## config.mk

```make
export PLATFORM = sky130hd
export DESIGN_NAME = integer_to_ascii_padded_unit
export DESIGN_NICKNAME = d
export VERILOG_FILES = /design/src/rtl/i2a_pkg.sv /design/src/rtl/i2a_front.sv /design/src/rtl/i2a_queue.sv /design/src/rtl/i2a_divider.sv /design/src/rtl/i2a_back.sv /design/src/rtl/integer_to_ascii_padded_unit.sv
export SDC_FILE = /design/constraint.sdc
export NUM_CORES = 1
export LEC_CHECK = 0
export ABC_AREA = 0
export BUFFER_PORTS_ARGS = -buffer_cell sky130_fd_sc_hd__buf_2
export CAP_MARGIN = 20
export CORE_MARGIN = 2
export CORE_UTILIZATION = 45
export CTS_BUF_LIST = sky130_fd_sc_hd__clkbuf_8
export DETAILED_ROUTE_END_ITERATION = 7
export SLEW_MARGIN = 10
export SYNTH_ARGS = -nofsm -noshare
export SYNTH_HDL_FRONTEND = slang
export SYNTH_SLANG_ARGS = --single-unit
```

## constraint.sdc

```tcl
create_clock -name clk -period 13.45 [get_ports clk]
set_input_delay 2.69 -clock clk [delete_from_list [all_inputs] [get_ports clk]]
set_output_delay 2.69 -clock clk [all_outputs]
set_load 0.01 [all_outputs]
```

## src/rtl/i2a_pkg.sv

```systemverilog
// shared types, constants and tables for the padded integer to ascii converter
package i2a_pkg;

  localparam int VALUE_W = 32;
  localparam int RADIX_W = 5;
  localparam int WIDTH_W = 6;
  localparam int CHAR_W  = 8;
  localparam int COLOR_W = 4;
  localparam int DIGIT_W = 4;

  localparam int MAX_DIGITS  = 32;
  localparam int MAX_WIDTH   = 63;
  localparam int DIGIT_IDX_W = $clog2(MAX_DIGITS);
  localparam int DIGIT_CNT_W = $clog2(MAX_DIGITS + 1);

  // divider retires this many quotient bits per cycle
  localparam int DIV_BITS  = 8;
  localparam int DIV_STEPS = VALUE_W / DIV_BITS;
  localparam int DIV_CNT_W = $clog2(DIV_STEPS);

  localparam int Q_DEPTH = 2;
  localparam int Q_PTR_W = $clog2(Q_DEPTH);
  localparam int Q_CNT_W = $clog2(Q_DEPTH + 1);

  localparam logic [RADIX_W-1:0] RADIX_MIN    = RADIX_W'(2);
  localparam logic [RADIX_W-1:0] RADIX_MAX    = RADIX_W'(16);
  localparam logic [RADIX_W-1:0] RADIX_SIGNED = RADIX_W'(10);

  localparam logic [CHAR_W-1:0] CHAR_MINUS = 8'h2D;

  localparam logic [CHAR_W-1:0] DIGIT_CHARS [16] = '{
    8'h30, 8'h31, 8'h32, 8'h33, 8'h34, 8'h35, 8'h36, 8'h37,
    8'h38, 8'h39, 8'h41, 8'h42, 8'h43, 8'h44, 8'h45, 8'h46
  };

  // classified request as handed from the front to the back
  typedef struct packed {
    logic [VALUE_W-1:0] mag;
    logic [RADIX_W-1:0] base;
    logic [WIDTH_W-1:0] width;
    logic [CHAR_W-1:0]  pad;
    logic [COLOR_W-1:0] fg;
    logic [COLOR_W-1:0] bg;
    logic               neg;
    logic               zero;
  } desc_t;

  typedef struct packed {
    logic               start;
    logic [VALUE_W-1:0] dividend;
    logic [RADIX_W-1:0] divisor;
  } div_req_t;

  typedef struct packed {
    logic               done;
    logic [VALUE_W-1:0] quot;
    logic [RADIX_W-1:0] rem;
  } div_rsp_t;

  typedef enum logic [2:0] {
    ST_IDLE,
    ST_DIV,
    ST_SIGN,
    ST_PAD,
    ST_DIGIT
  } back_state_t;

endpackage

```

## src/rtl/i2a_front.sv

```systemverilog
// front end: accepts requests and classifies sign, radix, width and zero
module i2a_front (
  input  logic                         push,
  input  logic [i2a_pkg::VALUE_W-1:0]  value,
  input  logic [i2a_pkg::RADIX_W-1:0]  radix,
  input  logic [i2a_pkg::WIDTH_W-1:0]  min_width,
  input  logic [i2a_pkg::CHAR_W-1:0]   pad_char,
  input  logic [i2a_pkg::COLOR_W-1:0]  fg_color,
  input  logic [i2a_pkg::COLOR_W-1:0]  bg_color,
  input  logic                         q_full,
  output logic                         full,
  output logic                         wr_en,
  output i2a_pkg::desc_t               wr_data
);

  logic [i2a_pkg::RADIX_W-1:0] base;
  logic                        neg;

  always_comb begin
    if (radix < i2a_pkg::RADIX_MIN) begin
      base = i2a_pkg::RADIX_MIN;
    end else if (radix > i2a_pkg::RADIX_MAX) begin
      base = i2a_pkg::RADIX_MAX;
    end else begin
      base = radix;
    end
  end

  assign neg = (base == i2a_pkg::RADIX_SIGNED) && value[i2a_pkg::VALUE_W-1];

  always_comb begin
    wr_data.base = base;
    wr_data.neg  = neg;
    wr_data.zero = (value == '0);
    wr_data.mag  = neg ? (~value + i2a_pkg::VALUE_W'(1)) : value;
    if (min_width > i2a_pkg::WIDTH_W'(i2a_pkg::MAX_WIDTH)) begin
      wr_data.width = i2a_pkg::WIDTH_W'(i2a_pkg::MAX_WIDTH);
    end else begin
      wr_data.width = min_width;
    end
    wr_data.pad = pad_char;
    wr_data.fg  = fg_color;
    wr_data.bg  = bg_color;
  end

  assign full  = q_full;
  assign wr_en = push && !q_full;

endmodule

```

## src/rtl/i2a_queue.sv

```systemverilog
// short request queue between front and back
module i2a_queue (
  input  logic           clk,
  input  logic           rst,
  input  logic           wr_en,
  input  i2a_pkg::desc_t wr_data,
  input  logic           rd_en,
  output i2a_pkg::desc_t rd_data,
  output logic           full,
  output logic           empty
);

  i2a_pkg::desc_t                entries [i2a_pkg::Q_DEPTH];
  logic [i2a_pkg::Q_PTR_W-1:0]   wr_ptr;
  logic [i2a_pkg::Q_PTR_W-1:0]   rd_ptr;
  logic [i2a_pkg::Q_CNT_W-1:0]   count;

  function automatic logic [i2a_pkg::Q_PTR_W-1:0] ptr_inc(
    input logic [i2a_pkg::Q_PTR_W-1:0] p
  );
    if (p == i2a_pkg::Q_PTR_W'(i2a_pkg::Q_DEPTH - 1)) begin
      return '0;
    end
    return p + i2a_pkg::Q_PTR_W'(1);
  endfunction

  assign full    = (count == i2a_pkg::Q_CNT_W'(i2a_pkg::Q_DEPTH));
  assign empty   = (count == '0);
  assign rd_data = entries[rd_ptr];

  always_ff @(posedge clk) begin
    if (wr_en) begin
      entries[wr_ptr] <= wr_data;
    end
  end

  always_ff @(posedge clk) begin
    if (rst) begin
      wr_ptr <= '0;
      rd_ptr <= '0;
      count  <= '0;
    end else begin
      if (wr_en) begin
        wr_ptr <= ptr_inc(wr_ptr);
      end
      if (rd_en) begin
        rd_ptr <= ptr_inc(rd_ptr);
      end
      if (wr_en && !rd_en) begin
        count <= count + i2a_pkg::Q_CNT_W'(1);
      end else if (rd_en && !wr_en) begin
        count <= count - i2a_pkg::Q_CNT_W'(1);
      end
    end
  end

endmodule

```

## src/rtl/i2a_divider.sv

```systemverilog
// iterative restoring divider by a small radix, several quotient bits per cycle
module i2a_divider (
  input  logic              clk,
  input  logic              rst,
  input  i2a_pkg::div_req_t req,
  output i2a_pkg::div_rsp_t rsp
);

  logic                          busy;
  logic [i2a_pkg::DIV_CNT_W-1:0] cnt;
  logic [i2a_pkg::VALUE_W-1:0]   quo;
  logic [i2a_pkg::RADIX_W-1:0]   rem;
  logic [i2a_pkg::RADIX_W-1:0]   base;
  logic [i2a_pkg::VALUE_W-1:0]   quo_next;
  logic [i2a_pkg::RADIX_W-1:0]   rem_next;
  logic                          done;

  // rem stays below base, so it fits one bit less than the radix field
  always_comb begin
    logic [i2a_pkg::RADIX_W-1:0] r;
    logic [i2a_pkg::VALUE_W-1:0] q;
    r = rem;
    q = quo;
    for (int i = 0; i < i2a_pkg::DIV_BITS; i++) begin
      r = {r[i2a_pkg::RADIX_W-2:0], q[i2a_pkg::VALUE_W-1]};
      q = {q[i2a_pkg::VALUE_W-2:0], 1'b0};
      if (r >= base) begin
        r    = r - base;
        q[0] = 1'b1;
      end
    end
    quo_next = q;
    rem_next = r;
  end

  always_ff @(posedge clk) begin
    if (req.start) begin
      quo  <= req.dividend;
      rem  <= '0;
      base <= req.divisor;
      cnt  <= '0;
    end else if (busy) begin
      quo <= quo_next;
      rem <= rem_next;
      cnt <= cnt + i2a_pkg::DIV_CNT_W'(1);
    end
  end

  always_ff @(posedge clk) begin
    if (rst) begin
      busy <= 1'b0;
      done <= 1'b0;
    end else begin
      done <= 1'b0;
      if (req.start) begin
        busy <= 1'b1;
      end else if (busy && cnt == i2a_pkg::DIV_CNT_W'(i2a_pkg::DIV_STEPS - 1)) begin
        busy <= 1'b0;
        done <= 1'b1;
      end
    end
  end

  assign rsp.done = done;
  assign rsp.quot = quo;
  assign rsp.rem  = rem;

endmodule

```

## src/rtl/i2a_back.sv

```systemverilog
// back end: digit extraction sequencer, digit store and result register
module i2a_back (
  input  logic                         clk,
  input  logic                         rst,
  input  i2a_pkg::desc_t               q_data,
  input  logic                         q_empty,
  output logic                         q_pop,
  output i2a_pkg::div_req_t            div_req,
  input  i2a_pkg::div_rsp_t            div_rsp,
  input  logic                         pop,
  output logic                         empty,
  output logic [i2a_pkg::CHAR_W-1:0]   char_out,
  output logic [i2a_pkg::COLOR_W-1:0]  fg_out,
  output logic [i2a_pkg::COLOR_W-1:0]  bg_out,
  output logic                         last_char
);

  i2a_pkg::back_state_t state;
  i2a_pkg::back_state_t state_next;

  logic [i2a_pkg::DIGIT_W-1:0]     digits [i2a_pkg::MAX_DIGITS];
  logic [i2a_pkg::DIGIT_CNT_W-1:0] ndig;
  logic [i2a_pkg::DIGIT_IDX_W-1:0] idx;
  logic [i2a_pkg::WIDTH_W-1:0]     pad_left;
  logic [i2a_pkg::WIDTH_W-1:0]     width;
  logic [i2a_pkg::RADIX_W-1:0]     base;
  logic [i2a_pkg::CHAR_W-1:0]      pad;
  logic [i2a_pkg::COLOR_W-1:0]     fg;
  logic [i2a_pkg::COLOR_W-1:0]     bg;
  logic                            neg;

  logic                            out_valid;
  logic                            room;
  logic                            emit;
  logic                            emit_last;
  logic [i2a_pkg::CHAR_W-1:0]      emit_char;

  logic [i2a_pkg::DIGIT_CNT_W-1:0] ndig_inc;
  logic                            div_finish;
  logic                            pad_needed;

  assign room       = !out_valid || pop;
  assign ndig_inc   = ndig + i2a_pkg::DIGIT_CNT_W'(1);
  assign div_finish = div_rsp.done &&
                      ((div_rsp.quot == '0) ||
                       (ndig_inc == i2a_pkg::DIGIT_CNT_W'(i2a_pkg::MAX_DIGITS)));
  assign pad_needed = (width > i2a_pkg::WIDTH_W'(ndig_inc));

  // next state
  always_comb begin
    state_next = state;
    case (state)
      i2a_pkg::ST_IDLE: begin
        if (!q_empty) begin
          state_next = q_data.zero ? i2a_pkg::ST_DIGIT : i2a_pkg::ST_DIV;
        end
      end
      i2a_pkg::ST_DIV: begin
        if (div_finish) begin
          if (neg) begin
            state_next = i2a_pkg::ST_SIGN;
          end else if (pad_needed) begin
            state_next = i2a_pkg::ST_PAD;
          end else begin
            state_next = i2a_pkg::ST_DIGIT;
          end
        end
      end
      i2a_pkg::ST_SIGN: begin
        if (room) begin
          state_next = (pad_left != '0) ? i2a_pkg::ST_PAD : i2a_pkg::ST_DIGIT;
        end
      end
      i2a_pkg::ST_PAD: begin
        if (room && pad_left == i2a_pkg::WIDTH_W'(1)) begin
          state_next = i2a_pkg::ST_DIGIT;
        end
      end
      i2a_pkg::ST_DIGIT: begin
        if (room && idx == '0) begin
          state_next = i2a_pkg::ST_IDLE;
        end
      end
      default: state_next = i2a_pkg::ST_IDLE;
    endcase
  end

  // outputs of the sequencer
  always_comb begin
    q_pop            = 1'b0;
    div_req.start    = 1'b0;
    div_req.dividend = div_rsp.quot;
    div_req.divisor  = base;
    emit             = 1'b0;
    emit_last        = 1'b0;
    emit_char        = pad;
    case (state)
      i2a_pkg::ST_IDLE: begin
        q_pop            = !q_empty;
        div_req.start    = !q_empty && !q_data.zero;
        div_req.dividend = q_data.mag;
        div_req.divisor  = q_data.base;
      end
      i2a_pkg::ST_DIV: begin
        div_req.start = div_rsp.done && !div_finish;
      end
      i2a_pkg::ST_SIGN: begin
        emit      = room;
        emit_char = i2a_pkg::CHAR_MINUS;
      end
      i2a_pkg::ST_PAD: begin
        emit      = room;
        emit_char = pad;
      end
      i2a_pkg::ST_DIGIT: begin
        emit      = room;
        emit_last = (idx == '0);
        emit_char = i2a_pkg::DIGIT_CHARS[digits[idx]];
      end
      default: begin
        emit = 1'b0;
      end
    endcase
  end

  always_ff @(posedge clk) begin
    if (rst) begin
      state <= i2a_pkg::ST_IDLE;
    end else begin
      state <= state_next;
    end
  end

  // request fields and digit bookkeeping
  always_ff @(posedge clk) begin
    if (state == i2a_pkg::ST_IDLE && !q_empty) begin
      width <= q_data.width;
      base  <= q_data.base;
      pad   <= q_data.pad;
      fg    <= q_data.fg;
      bg    <= q_data.bg;
      ndig  <= '0;
      // zero goes straight out as a single digit with no sign or padding
      neg       <= q_data.neg && !q_data.zero;
      idx       <= '0;
      pad_left  <= '0;
      digits[0] <= '0;
    end else if (state == i2a_pkg::ST_DIV && div_rsp.done) begin
      digits[ndig[i2a_pkg::DIGIT_IDX_W-1:0]] <= div_rsp.rem[i2a_pkg::DIGIT_W-1:0];
      ndig <= ndig_inc;
      idx  <= ndig[i2a_pkg::DIGIT_IDX_W-1:0];
      if (div_finish) begin
        pad_left <= pad_needed ? (width - i2a_pkg::WIDTH_W'(ndig_inc)) : '0;
      end
    end else if (emit) begin
      if (state == i2a_pkg::ST_PAD) begin
        pad_left <= pad_left - i2a_pkg::WIDTH_W'(1);
      end
      if (state == i2a_pkg::ST_DIGIT && idx != '0) begin
        idx <= idx - i2a_pkg::DIGIT_IDX_W'(1);
      end
    end
  end

  // result register
  always_ff @(posedge clk) begin
    if (rst) begin
      out_valid <= 1'b0;
    end else if (emit) begin
      out_valid <= 1'b1;
    end else if (pop) begin
      out_valid <= 1'b0;
    end
  end

  always_ff @(posedge clk) begin
    if (emit) begin
      char_out  <= emit_char;
      fg_out    <= fg;
      bg_out    <= bg;
      last_char <= emit_last;
    end
  end

  assign empty = !out_valid;

endmodule

```

## src/rtl/integer_to_ascii_padded_unit.sv

```systemverilog
// top level of the padded integer to ascii converter
//
//   channel  | handshake            | payload
//   ---------+----------------------+----------------------------------------------
//   request  | push / full          | value, radix, min_width, pad_char, fg/bg_color
//   result   | pop / empty          | char_out, fg_out, bg_out, last_char
//
// a request emits 1 to 64 characters; sign first (radix ten only), then pads, then digits
// each digit of a nonzero value takes one pass through the divider (8 quotient bits a
// cycle over 32 bits), then characters leave at one per cycle while no held result stalls
// the back end; the queue holds two classified requests
// rst is synchronous and clears the queue, the sequencer and the result register
// a held result (pop low) stalls only the back end; the front keeps filling the queue

module integer_to_ascii_padded_unit (
  input  logic                         clk,
  input  logic                         rst,
  // request side
  input  logic                         push,
  output logic                         full,
  input  logic [i2a_pkg::VALUE_W-1:0]  value,
  input  logic [i2a_pkg::RADIX_W-1:0]  radix,
  input  logic [i2a_pkg::WIDTH_W-1:0]  min_width,
  input  logic [i2a_pkg::CHAR_W-1:0]   pad_char,
  input  logic [i2a_pkg::COLOR_W-1:0]  fg_color,
  input  logic [i2a_pkg::COLOR_W-1:0]  bg_color,
  // result side
  output logic                         empty,
  input  logic                         pop,
  output logic [i2a_pkg::CHAR_W-1:0]   char_out,
  output logic [i2a_pkg::COLOR_W-1:0]  fg_out,
  output logic [i2a_pkg::COLOR_W-1:0]  bg_out,
  output logic                         last_char
);

  // front to queue
  logic              q_wr;
  i2a_pkg::desc_t    q_wdata;
  logic              q_full;

  // queue to back
  logic              q_pop;
  i2a_pkg::desc_t    q_rdata;
  logic              q_empty;

  // back to divider
  i2a_pkg::div_req_t div_req;
  i2a_pkg::div_rsp_t div_rsp;

  // classify sign, radix clamp, width clamp and zero
  i2a_front u_front (
    .push      (push),
    .value     (value),
    .radix     (radix),
    .min_width (min_width),
    .pad_char  (pad_char),
    .fg_color  (fg_color),
    .bg_color  (bg_color),
    .q_full    (q_full),
    .full      (full),
    .wr_en     (q_wr),
    .wr_data   (q_wdata)
  );

  // decouples request acceptance from the long conversion
  i2a_queue u_queue (
    .clk     (clk),
    .rst     (rst),
    .wr_en   (q_wr),
    .wr_data (q_wdata),
    .rd_en   (q_pop),
    .rd_data (q_rdata),
    .full    (q_full),
    .empty   (q_empty)
  );

  // one digit per division: remainder is the digit, quotient feeds the next pass
  i2a_divider u_div (
    .clk (clk),
    .rst (rst),
    .req (div_req),
    .rsp (div_rsp)
  );

  // digits are produced least significant first and replayed in reverse
  i2a_back u_back (
    .clk       (clk),
    .rst       (rst),
    .q_data    (q_rdata),
    .q_empty   (q_empty),
    .q_pop     (q_pop),
    .div_req   (div_req),
    .div_rsp   (div_rsp),
    .pop       (pop),
    .empty     (empty),
    .char_out  (char_out),
    .fg_out    (fg_out),
    .bg_out    (bg_out),
    .last_char (last_char)
  );

endmodule

```

==> results of run 1 <==
-- synth_stat cells, drive strengths merged, types with 34 or more instances --
library cell    n
edfxtp        332
dfxtp          39
inv            56
clkbuf         39
ha             57
nor2          101
xnor2          34
o21ai          71
a21oi          45
mux2           39
mux2i          75
nand2          96
-- critical path, delay by kind of cell, from the launching register on --
kind                     cells  cell delay (ns)
multiplexers                 4             1.63
flip-flops                   1             0.63
AND/OR/NAND/NOR              5             0.55
AO/OA/AOI/OAI               23             6.16
buffers and inverters        4             0.60
adder cells (fa/ha/maj)      8             2.51
-- through the flow --
stage	setup slack, ns	hold slack, ns
global placement	1.51	0.403
global route	0.192	0.434
floorplan	2.86	0.400
detailed placement	0.919	0.405
finish	1.23	0.416
CTS	0.865	0.421
-- kinds of logic (layout without fill, tap and decap cells) --
kind of cell	count (synthesis)	in the layout
buffers and inverters	112	262
AO/OA/AOI/OAI	220	220
adder cells (fa/ha/maj)	66	66
flip-flops	371	371
AND/OR/NAND/NOR	360	360
XOR/XNOR	60	60
multiplexers	129	129
-- layer usage --
metal | share of wire (%) | wire length [µm] | GRT usage, % | up-vias
li1 | - | - | - | 5166
met1 | 48 | 17000 | 25.3 | 5149
met2 | 46 | 16400 | 27.9 | 177
met3 | 3.9 | 1370 | 3.64 | 46
met4 | 1.5 | 542 | 4.42 | 0
met5 | 0 | 0 | 0 | -
-- how the worst max path moves through the flow --
stage / end / from / cells past startpoint
after global routing: u_div.rem[3] / u_div.base[1] / 45
after detailed placement: u_div.rem[2] / u_div.base[1] / 45
after CTS: u_div.rem[2] / u_div.base[1] / 45
final: u_div.rem[2] / u_div.base[1] / 44
after global placement: u_div.rem[2] / u_div.base[1] / 45
after floorplan: u_div.rem[2] / u_div.base[1] / 45
-- area by class of cell --
type	count	share of cell area (%)
Tap cell	511	3.29
Multi-Input combinational cell	835	31.8
Timing Repair Buffer	96	2.93
Clock inverter	48	1.21
Sequential cell	371	55.4
Clock buffer	60	4.26
Inverter	58	1.12
-- flip-flops by register name, indices dropped and copies added (netlist names), 6 cells and up, named ones only --
name and count:
u_div.quo 32, u_back.char_out 8, u_back.width 6, u_back.pad 8, u_back.digits 128, u_back.ndig 6
u_queue.entries 122, u_back.pad_left 6
-- repair_timing --
| action | CTS | global route |
|---|---|---|
| setup endpoints to repair | 0 | 5 |
| hold buffers | 0 | 0 |
| resized for setup | 0 | 2 |
==> impl_results.md, run 1 <==
* Simple-gate portion of the synthesized area at 10.3%
* Initial Util at 45.9%
* Post-route design area at 19,400 µm²
* Main combinational cell family by area after synthesis: simple AND/OR/NAND/NOR gates
* Max Root-Sink Buffers at 3
* Vias in the first global route at 10,500
* Fill cells at 3,304
* Worst EP arrival at 12.75 ns
* First-pass GRT wire length at 56,900 µm
* Period utilisation layout at 90.8%
* Adder-Cell Fraction of Synth Area at 5.15%
* Syn avg cell area at 13.2 µm²
* Die Span Y at 200 µm
* Kind of end point of the critical path: register
* Top_reg_cell synth: edfxtp_1
* Highest fanout seen on the critical path at 10
* Setup TNS at 0 ns
* Syn Nets at roughly 1,400
* Diode count at 0
* Cell Rows at about 70
* Reg2Reg Setup Slack at 1.23 ns
* FF+latch count, synth at 371
* XOR/XNOR share of the synthesized area at 3.03%
* DR WL/cell at between 15 and 20 µm
* Setup Buffers After CTS at 0
* Port Buffers at between 80 and 90
* Final min period at around 12 ns
* Hold Vio Cnt, Final at 0
* TritonCTS clock tree: yes
* Layout cells sized above 1 at between 15 and 20%
* Hold depth at 0
* Synth top area share at between 50% and 60%
* EDFF count, synth at 332
* Drt via density at 5.32
* Nets at 1,551
* Layout overhead on the synthesized area at 11.8%
* Post-synthesis compound-gate area fraction at around 8.1%
* RSZ-0062 raised after global routing: no
* Placed cells at 1,869
* Final Max Tran Viols at 0
* Worst relative slew slack at 36.4%
* Critical R2R Launch: u_div.base[1]
* Worst EP required at around 14 ns
* Synth Warn # at 0
* Distinct cells, synth at 70
* Placer Congestion at 0.823
* Largest net degree at the start of global routing at 62
* CP Class: reg2reg
* Setup Skew at 0.0392 ns
* Mapped Cells at 1,318
* Final setup viols at 0
* Multi-input logic area at ~6200 µm²
* All-Layer GR Usage at 17.7%
* Slowest CP cell: edfxtp_1
* Hold wc startpoint: u_back.fg[1]
* Pre-antenna DRT Iters at 5
* Vias post-DR at 10,500
* Ys async rst share at 0%
* Final Util at 51.3%
* Core area at 37,800 µm²
* X dimension of the die at 200 µm
* Clk Latency, worst-skew pair at 0.66 ns
* Critical R2R Capture: u_div.rem[2]
* WL final at between 30,000 and 40,000 µm
* Worst-path clk slew at 0.06 ns
* HPWL Detailed at between 20,000 and 25,000 µm
* Placed inst area at 18,300 µm²
* H-Tree Level Count at 2
* Inserted Clock Buffers at 60
* Mapped Area at 17,400 µm²
* Yosys top cell by area: edfxtp_1
* Iter 0 DRT Violations at 696
* Clock root buffer: clkbuf_8
* Seq/Total Area, Yosys at 61.9%
* Final std cells w/o fill at 1,979
* Worst Hold End: u_back.fg_out[1]
* Top cells by area, synth: edfxtp_1 57%, dfxtp_1 4.5%, mux2i_1 4.3%
* Outcome: complete, no violations
* I/O pin cnt at between 80 and 90
* Commonest non-fill, non-tap cells in the layout: 332 x edfxtp_1, 100 x nor2_1, 96 x nand2_1, 84 x inv_1, 81 x buf_2
* Max-Cap Viols at 0
* Top cell by count, worst path: ha_1
* DRT antenna net count at 0
* Grt ovf at 0
* Largest stage delay, worst path at 0.63 ns
* # DRC at 0
* Initial antenna violation count at 0
* Full die area at 40,200 µm²
* Post-synthesis mux area share at 8.80%
* Worst setup SP type: register
* Least-Margin Pin Slew at 0.955 ns
* Peak Freq at 0.0818 GHz
* Worst r2r path cells at 44
* Clock sinks at 371
* Commonest non-fill, non-tap cell in the layout: edfxtp_1
* HP Class: reg2reg
* Sequential cell area at 10,800 µm²
Power of run 1 is left out: the tool's default activity adds up to more than one toggle a clock period on the data nets, which glitch-free logic cannot reach.
==> run 2: changes to the inputs <==
--- a/config.mk
+++ b/config.mk
@@ -12,7 +12,8 @@
 export CORE_UTILIZATION = 45
 export CTS_BUF_LIST = sky130_fd_sc_hd__clkbuf_8
 export DETAILED_ROUTE_END_ITERATION = 7
-export SLEW_MARGIN = 10
+export SLEW_MARGIN = 20
 export SYNTH_ARGS = -nofsm -noshare
 export SYNTH_HDL_FRONTEND = slang
+export SYNTH_HIERARCHICAL = 1
 export SYNTH_SLANG_ARGS = --single-unit
==> run 2 against run 1 <==
- synthesized area up 4.9%
- setup slack worse by 0.32 ns
- die area rose by 4.8%
- clock-buffer cell count increased by 12
- largest cell class unchanged
- design area grew 4.1%
- sequential cell count stayed put
- synthesized cell count increased by 1.6%
- core utilization decreased by 0.53 points
- sequential share of layout area is 2.2 points lower
- critical path depth rose by 1
- via count is 4.1% higher
- maximum frequency shrank 2.5%
==> impl_results.md, run 2 <==
* Inserted Clock Buffers at 66 (+10%)
* Vias in the first global route at 10,900 (+3.8%)
* Highest fanout seen on the critical path at 11 (+1)
* Worst-path clk slew at 0.06 ns (about the same)
* Slowest CP cell: edfxtp_1
* Reg2Reg Setup Slack at 0.91 ns (-0.32 ns)
* Hold depth at 0 (unchanged)
* First-pass GRT wire length at 60,700 µm (+6.7%)
* Commonest non-fill, non-tap cells in the layout: 332 x edfxtp_1, 129 x mux2_2, 97 x nor2_1, 81 x buf_2, 74 x inv_1
* Worst relative slew slack at 36.1% (-0.21 points)
* Initial Util at 45.7% (-0.16 points)
* WL final at 38,200 µm (+8.2%)
* Mapped Cells at 1,339 (+1.6%)
* Final min period at 12.54 ns (+0.318 ns)
* Mapped Area at 18,200 µm² (+4.9%)
* Max Root-Sink Buffers at 3 (unchanged)
* Grt ovf at 0 (unchanged)
* Met1 wire length at 18,200 µm (+6.8%)
* Largest register by flop count: u_back/digits
* X dimension of the die at 205 µm (+2.4%)
* Syn avg cell area at 13.6 µm² (+3.2%)
* Core area at 39,800 µm² (+5.2%)
* Drt via density at 5.48 (+2.9%)
* Peak Freq at 0.0798 GHz (-2.5%)
* CP Launch Point: u_div/base[1]
* HPWL Detailed at 25,100 µm (+6.2%)
* Port Buffers at 81 (unchanged)
* Largest net degree at the start of global routing at 62 (unchanged)
* Hold Slack at 0.418 ns (+0.00188 ns)
* Full die area at 42,100 µm² (+4.8%)
* CP top delay family: compound AO/OA/AOI/OAI gates
* All-Layer GR Usage at 18.7% (+0.96 points)
* Metal2 WL at 17,300 µm (+5.4%)
* Least-Margin Pin Slew at 0.957 ns (+0.00208 ns)
* Cell Rows at 73 (+2.8%)
* Pre-antenna DRT Iters at 5 (unchanged)
* Outcome: complete, no violations
* RSZ-0062 raised after global routing: no
* Vias post-DR at 11,000 (+4.1%)
* Top layer reached by signal wires: met4
* Synth Warn # at 6 (+6)
* Fill cells at 3,525 (+6.7%)
* Critical R2R Launch: u_div/base[1]
* Top cell by count, worst path: ha_1
* Kind of end point of the critical path: register
* DR WL/cell at 19.1 µm (+7.0%)
* Largest stage delay, worst path at 0.66 ns (+0.03 ns)
* Routed met3 length at 1880 µm (+37%)
* Layout overhead on the synthesized area at 11.0%
* Post-CTS sizing at 0 (unchanged)
* H-Tree Level Count at 3 (+1)
* Placer Congestion at 0.881 (+7.1%)
* Setup Skew at 0.0422 ns (+0.00295 ns)
* Clock root buffer: clkbuf_8
* TritonCTS clock tree: yes
* Clock sinks at 371 (unchanged)
* Worst path depth at 45 (+2.3%)
* Iter 0 DRT Violations at 610 (-12%)
* Max FFs per register at 128 (unchanged)
* Period utilisation layout at 93.2% (+2.4 points)
* Worst EP required at 13.80 ns (-0.18 ns)
* Worst Path Buf+Inv at 4 (unchanged)
* Hold Vio Cnt, Final at 0 (unchanged)
* Worst setup SP type: register
* HP Class: reg2reg
* Setup Buffers After CTS at 0 (unchanged)
* Commonest non-fill, non-tap cell in the layout: edfxtp_1
* # hold bufs at CTS at 0 (unchanged)
* Clk Latency, worst-skew pair at 0.63 ns (-0.03 ns)
* Nets at 1,550 (-0.064%)
* Setup TNS at 0 ns (unchanged)
* Die Span Y at 205 µm (+2.4%)
* Worst EP arrival at 12.88 ns (+0.13 ns)
* DRT antenna net count at 0 (unchanged)
* Syn Nets at 1,465 (+1.2%)
* Layout cells sized above 1 at 25.3% (+9.1 points)
* Initial antenna violation count at 0 (unchanged)
* # DRC at 0 (unchanged)
* Final setup viols at 0 (unchanged)
* Largest regs: u_back/digits: 128 flops, u_queue/entries: 122 flops, u_div/quo: 32 flops
* Max-Cap Viols at 0 (unchanged)
* Final Max Tran Viols at 0 (unchanged)
* CP Class: reg2reg
* Worst r2r path cells at 45 (+2.3%)
* I/O pin cnt at 82 (unchanged)
* Hold wc startpoint: u_back/fg[3]
-- run 2: area by class of cell --
type                            instances  area, µm²  share of cell area (%)
Sequential cell                       371      10800                    53.2
Clock inverter                         47        268                    1.32
Inverter                               55        206                    1.02
Clock buffer                           72        991                    4.90
Multi-Input combinational cell        838       6840                    33.9
Tap cell                              525        657                    3.25
Antenna cell                            1       2.50                  0.0124
Timing Repair Buffer                   92        488                    2.41
-- run 2: stage by stage --
stage / std cells / cell area [µm²] / utilization (%) / worst slack [ns]
CTS: 2000 / 20200 / 50.7 / 0.689
finish: 2001 / 20200 / 50.7 / 0.913
floorplan: 1339 / 18200 / - / 2.49
global placement: 1881 / 18900 / 47.6 / 1.15
global route: 2000 / 20200 / 50.7 / 0.000260
detailed placement: 1881 / 18900 / 47.6 / 0.727
-- run 2: path summary, 6_finish.rpt --
check                                   endpoint
worst min-delay path            u_back/fg_out[3]
worst max register to register      u_div/quo[0]
worst max-delay path                u_div/quo[0]
worst min register to register  u_back/fg_out[3]
-- run 2: per-layer routing --
| metal | track usage (%) | vias to the layer above |
|---|---|---|
| met5 | 0 | - |
| li1 | - | 5248 |
| met2 | 28.0 | 292 |
| met1 | 27.0 | 5351 |
| met4 | 6.50 | 0 |
| met3 | 3.80 | 75 |
Power of run 2 is left out for the same reason.
